## src/design/evaporation_energy_sampler_defines.svh

```systemverilog
// Assertion macros used by the sampler controller.
// No dependencies.
`ifndef EVAPORATION_ENERGY_SAMPLER_DEFINES_SVH
`define EVAPORATION_ENERGY_SAMPLER_DEFINES_SVH
// Implication checked on every rising clock edge outside reset.
`define EES_ASSERT_IMP(lbl, clk, rst_n, a, c) \
    lbl: assert property (@(posedge clk) disable iff (!rst_n) (a) |-> (c)) \
        else $error("assertion failed");
// Next-cycle implication checked outside reset.
`define EES_ASSERT_NXT(lbl, clk, rst_n, a, c) \
    lbl: assert property (@(posedge clk) disable iff (!rst_n) (a) |=> (c)) \
        else $error("assertion failed");
`endif

```

## src/design/ees_pkg.sv

```systemverilog
`timescale 1ns / 1ps
// Shared constants and command/status types for the evaporation sampler.
// No dependencies.
package ees_pkg;
    localparam int TABLE_DEPTH = 1024;
    localparam int WORD_BITS   = 32;
    localparam int CNT_BITS    = 11;

    localparam logic [1:0] OP_LOAD_E  = 2'd0;
    localparam logic [1:0] OP_LOAD_P  = 2'd1;
    localparam logic [1:0] OP_SAMPLE  = 2'd2;

    localparam logic CFG_ENERGY = 1'b0;
    localparam logic CFG_PROB   = 1'b1;

    // Datapath step selected by the controller.
    localparam logic [3:0] CMD_NONE   = 4'd0;
    localparam logic [3:0] CMD_INIT   = 4'd1;
    localparam logic [3:0] CMD_RDEND  = 4'd2;
    localparam logic [3:0] CMD_CHKEND = 4'd3;
    localparam logic [3:0] CMD_RDMID  = 4'd4;
    localparam logic [3:0] CMD_CMPMID = 4'd5;
    localparam logic [3:0] CMD_RDBIN  = 4'd6;
    localparam logic [3:0] CMD_SETBIN = 4'd7;
    localparam logic [3:0] CMD_DIV    = 4'd8;
    localparam logic [3:0] CMD_MULD   = 4'd9;
    localparam logic [3:0] CMD_APPLY  = 4'd10;
    localparam logic [3:0] CMD_PROD   = 4'd11;
    localparam logic [3:0] CMD_FINAL  = 4'd12;

    typedef struct packed {
        logic [3:0] op;
        logic       tsel;
        logic       rd_hi;
    } t_cmd;

    typedef struct packed {
        logic search_done;
        logic end_hit;
        logic bin_done;
        logic div_done;
    } t_status;
endpackage

```

## src/design/ees_ctrl.sv

```systemverilog
`timescale 1ns / 1ps
// Controller sequencing both table lookups and the output handshake.
// Depends on ees_pkg and the assertion macro header.
`include "evaporation_energy_sampler_defines.svh"
module ees_ctrl (
    input  logic             i_clk,
    input  logic             i_rst_n,
    input  logic             i_valid,
    input  logic [1:0]       i_opcode,
    output logic             o_stall,
    output logic             o_load,
    output ees_pkg::t_cmd    o_cmd,
    input  ees_pkg::t_status i_status,
    output logic             o_valid,
    input  logic             i_stall
);
    localparam logic [3:0] S_IDLE = 4'd0, S_RD0 = 4'd1, S_CK0 = 4'd2, S_RDN = 4'd3,
        S_CKN = 4'd4, S_RDM = 4'd5, S_CMPM = 4'd6, S_RDL = 4'd7, S_RDH = 4'd8,
        S_SETH = 4'd9, S_DIV = 4'd10, S_MUL = 4'd11, S_APP = 4'd12, S_PROD = 4'd13,
        S_FIN = 4'd14, S_OUT = 4'd15;

    logic [3:0] r_state, n_state;
    logic r_tsel, n_tsel;
    logic acc;

    assign o_stall = (r_state != S_IDLE);
    assign acc = i_valid && !o_stall;
    assign o_load = acc && (i_opcode != ees_pkg::OP_SAMPLE);
    assign o_valid = (r_state == S_OUT);

    // Next state and command.
    always_comb begin
        n_state = r_state;
        n_tsel = r_tsel;
        o_cmd.op = ees_pkg::CMD_NONE;
        o_cmd.tsel = r_tsel;
        o_cmd.rd_hi = 1'b0;
        unique case (r_state)
            S_IDLE: if (acc && i_opcode == ees_pkg::OP_SAMPLE) begin
                o_cmd.op = ees_pkg::CMD_INIT;
                n_tsel = 1'b0;
                n_state = S_RD0;
            end
            S_RD0: begin o_cmd.op = ees_pkg::CMD_RDEND; n_state = S_CK0; end
            S_CK0: begin o_cmd.op = ees_pkg::CMD_CHKEND; n_state = S_RDN; end
            S_RDN: begin
                o_cmd.op = ees_pkg::CMD_RDEND; o_cmd.rd_hi = 1'b1;
                n_state = i_status.end_hit ? S_PROD : S_CKN;
            end
            S_CKN: begin
                o_cmd.op = ees_pkg::CMD_CHKEND; o_cmd.rd_hi = 1'b1; n_state = S_RDM;
            end
            S_RDM: begin
                if (i_status.end_hit) n_state = S_PROD;
                else if (i_status.search_done) n_state = S_RDL;
                else begin o_cmd.op = ees_pkg::CMD_RDMID; n_state = S_CMPM; end
            end
            S_CMPM: begin o_cmd.op = ees_pkg::CMD_CMPMID; n_state = S_RDM; end
            S_RDL: begin o_cmd.op = ees_pkg::CMD_RDBIN; n_state = S_RDH; end
            S_RDH: begin
                o_cmd.op = ees_pkg::CMD_SETBIN;
                n_state = S_SETH;
            end
            S_SETH: begin
                // Issue the read of the upper bin entry here, consume next cycle.
                o_cmd.op = ees_pkg::CMD_RDBIN; o_cmd.rd_hi = 1'b1; n_state = S_DIV;
            end
            S_DIV: begin
                o_cmd.op = ees_pkg::CMD_SETBIN; o_cmd.rd_hi = 1'b1; n_state = S_MUL;
            end
            S_MUL: begin
                if (i_status.bin_done) n_state = S_PROD;
                else if (!i_status.div_done) o_cmd.op = ees_pkg::CMD_DIV;
                else begin o_cmd.op = ees_pkg::CMD_MULD; n_state = S_APP; end
            end
            S_APP: begin o_cmd.op = ees_pkg::CMD_APPLY; n_state = S_PROD; end
            S_PROD: begin
                o_cmd.op = ees_pkg::CMD_PROD;
                if (!r_tsel) begin n_tsel = 1'b1; n_state = S_RD0; end
                else n_state = S_FIN;
            end
            S_FIN: begin o_cmd.op = ees_pkg::CMD_FINAL; n_state = S_OUT; end
            S_OUT: if (!i_stall) n_state = S_IDLE;
            default: n_state = S_IDLE;
        endcase
    end

    // State registers.
    always_ff @(posedge i_clk) begin
        if (!i_rst_n) begin
            r_state <= S_IDLE;
            r_tsel <= 1'b0;
        end else begin
            r_state <= n_state;
            r_tsel <= n_tsel;
        end
    end

    `EES_ASSERT_IMP(a_no_accept_busy, i_clk, i_rst_n, r_state != S_IDLE, o_stall)
    `EES_ASSERT_NXT(a_out_holds, i_clk, i_rst_n, o_valid && i_stall, o_valid)
    `EES_ASSERT_NXT(a_fin_to_out, i_clk, i_rst_n, r_state == S_FIN, o_valid)
endmodule

```

## config.mk

```make
export PLATFORM = sky130hd
export DESIGN_NAME = ees_ctrl
export DESIGN_NICKNAME = d
export VERILOG_FILES = /design/src/design/ees_pkg.sv /design/src/design/ees_ctrl.sv
export VERILOG_INCLUDE_DIRS = /design/src /design/src/design
export SDC_FILE = /design/constraint.sdc
export NUM_CORES = 1
export LEC_CHECK = 0
export ABC_AREA = 1
export BUFFER_PORTS_ARGS = -buffer_cell sky130_fd_sc_hd__buf_4
export CAP_MARGIN = 20
export CORE_UTILIZATION = 35
export CTS_CLUSTER_SIZE = 8
export DETAILED_ROUTE_END_ITERATION = 10
export SLEW_MARGIN = 20
export SYNTH_ARGS = -nofsm -noshare
export SYNTH_HDL_FRONTEND = slang
export SYNTH_SLANG_ARGS = --single-unit
```

## constraint.sdc

```tcl
create_clock -name i_clk -period 2.2 [get_ports i_clk]
set_input_delay 0.11 -clock i_clk [delete_from_list [all_inputs] [get_ports i_clk]]
set_output_delay 0.11 -clock i_clk [all_outputs]
set_load 0.03 [all_outputs]
```

==> results.ini <==
[run_status]
outcome=finished clean

[cells_and_area]
multi_input_area_um2=308
postLayoutCoreUtil=0.549
synthToLayoutAreaGrowth_pct=36.3
drive_gt1_frac=0.193
fillers=128
seqCellArea_um2=100
fin_nets=125
fin_cells=128
diodes=0

[route]
firstDrtPassIters=4
drc=0
totalWireLength_um=1270
vias=613
drt_iter0_drc=19
viasPerCell=4.79
avgRoutedWirePerCell_um=9.95
antenna_left=0

[power_and_ir_drop]
intPower_uw=226
comb_power_share=0.438
seq_power_share=0.277
p_sw_frac=0.399
p_leak_uw=0.000373
pwr-share-clk=0.285
power_uw=376
p_switching_uw=150
ir_drop_uv=283
powerDensity_nw_per_um2=585

[floorplan]
row_count=12
dieHeight_um=38.7
dieArea_um2=1500
pin_count=19
die_w_um=38.7
start_util=0.403
core_um2=1170

[logic_synthesis]
synth.avg_cell_area_um2=5.07
synthCells=93
yosys-top-cells-area=nand2_1 (25%), dfxtp_1 (21%), nor2_1 (13%), inv_1 (12%), a21oi_1 (9.5%)
yosysTopAreaCell=nand2_1
syn_nets=103
yosysTopAreaCellShare=0.247
synth.ff_latch_count=5
yosysSeqAreaShare=0.212
syn_area_um2=472
synthDistinctLibCells=12
synth-warning-count=0

[placement]
dp.cells=124
io_buffer_count=18
place_congestion=0.854
hpwl_um=1050

[hold_path]
hp-start=i_rst_n
hold_path_class=primary input to flip-flop

[global_routing]
grt_pass1_vias=510
overflow=0
gr-usage-all-layers=0.198
grt_pass1_wl_um=2030
grt_max_degree=7
antenna_found_initial=0

[sta]
worstMarginPinSlew_ns=0.251
finalClockSkew_ns=0.00490
setup_tns_ns=0
whs_ns=0.173
post-route-min-period_ns=1.70
rsz0062_at_grt=no
drv_slew=0
timing.final.crit_share=0.775
fmax_mhz=587
slew-limit-headroom=0.832
setup_viol=0
finalHoldViolations=0

[cts]
cts_buffers=3
clk_latency_ns=0.24
cts_tree=done
clk_pin_slew_worst_paths_ns=0.05
cts_max_level=1
postCtsSetupRepairBufs=0
cts_buffer_depth=2
cts_root_buf=clkbuf_4
cts_sinks=5
postCtsHoldBufs=0
cts.repair.resized=0

[setup_path]
r2r-start=r_state[3]
worstSetupStartpoint=r_state[2]
cp_max_fo=5
start_kind=flip-flop
cp-end-kind=output pin
required_ns=2.09
critPathKind=flip-flop to output pin
arrival_ns=1.59

[job]
drv_cap=0

[cells by family after synthesis]
logic type,after synthesis,synth area share
and+or+nand+nor,58,0.496
buffers and inverters,16,0.135
AOI/OAI and AO/OA,14,0.156
DFF,5,0.212
[state kept, by name, indices dropped and copies added, names as in the netlist]
name,cells
r_tsel,1
r_state,4
[metrics by stage]
stage	instance area [um2]	setup WS [ns]
after global routing	643	0.386
after global placement	617	0.815
after CTS	643	0.505
after floorplan	472	0.462
after detailed placement	617	0.791
final	643	0.495
[final timing paths]
| path | end | slack [ns] | depth (start not counted) |
|---|---|---|---|
| setup / recovery | o_cmd[4] | 0.50 | 6 |
| hold / removal | r_tsel | 0.17 | 3 |
| setup reg to reg | r_state[2] | 0.88 | 6 |
| hold reg to reg | r_tsel | 0.58 | 2 |
[routing by layer]
layer,routed length [um],up-vias,GRT usage
met4,9,0,0.0776
met2,599,12,0.333
li1,-,334,-
met3,33,2,0.0347
met1,631,265,0.247
met5,0,-,0
[cells in the final DEF, fill, tap and decap left out]
master | Yosys | layout
nor3_1 | 1 | 1
clkbuf_4 | 0 | 3
nor2_1 | 16 | 16
nor2_2 | 1 | 1
a31oi_1 | 3 | 3
or2_0 | 1 | 1
nand3_1 | 8 | 8
buf_4 | 1 | 18
inv_1 | 15 | 15
nand2_1 | 31 | 31
a21oi_1 | 9 | 9
dfxtp_1 | 5 | 5
o21ai_0 | 2 | 2
clkbuf_1 | 0 | 1
[critical path, cell delays in order, from the launching register on]
cell	delay, ns
dfxtp_1	0.38
inv_1	0.10
nor2_2	0.20
nand2_1	0.11
or2_0	0.23
o21ai_0	0.15
buf_4	0.18
[Yosys cell counts]
| cell | instances |
|---|---|
| inv_1 | 15 |
| buf_4 | 1 |
| nor2_2 | 1 |
| a31oi_1 | 3 |
| o21ai_0 | 2 |
| nor3_1 | 1 |
| or2_0 | 1 |
| nand2_1 | 31 |
| dfxtp_1 | 5 |
| a21oi_1 | 9 |
| nor2_1 | 16 |
| nand3_1 | 8 |
[cell type report]
class / instances / share of cell area
repair buffers: 18 / 0.210
well taps: 14 / 0.0272
multi-input cells: 72 / 0.479
clock buffers: 4 / 0.0409
inverters: 15 / 0.0875
flip-flops and latches: 5 / 0.156
[power groups by stage]
stage          logic [uW]  registers, uW  clock network (uW)
5_1_grt               182            105                 117
2_1_floorplan         108            104                   0
4_1_cts               165            104                 110
3_5_place_dp          164            105                   0
3_3_place_gp          165            105                   0
6_report              165            104                 107
Power figures use the tool's default switching activity.
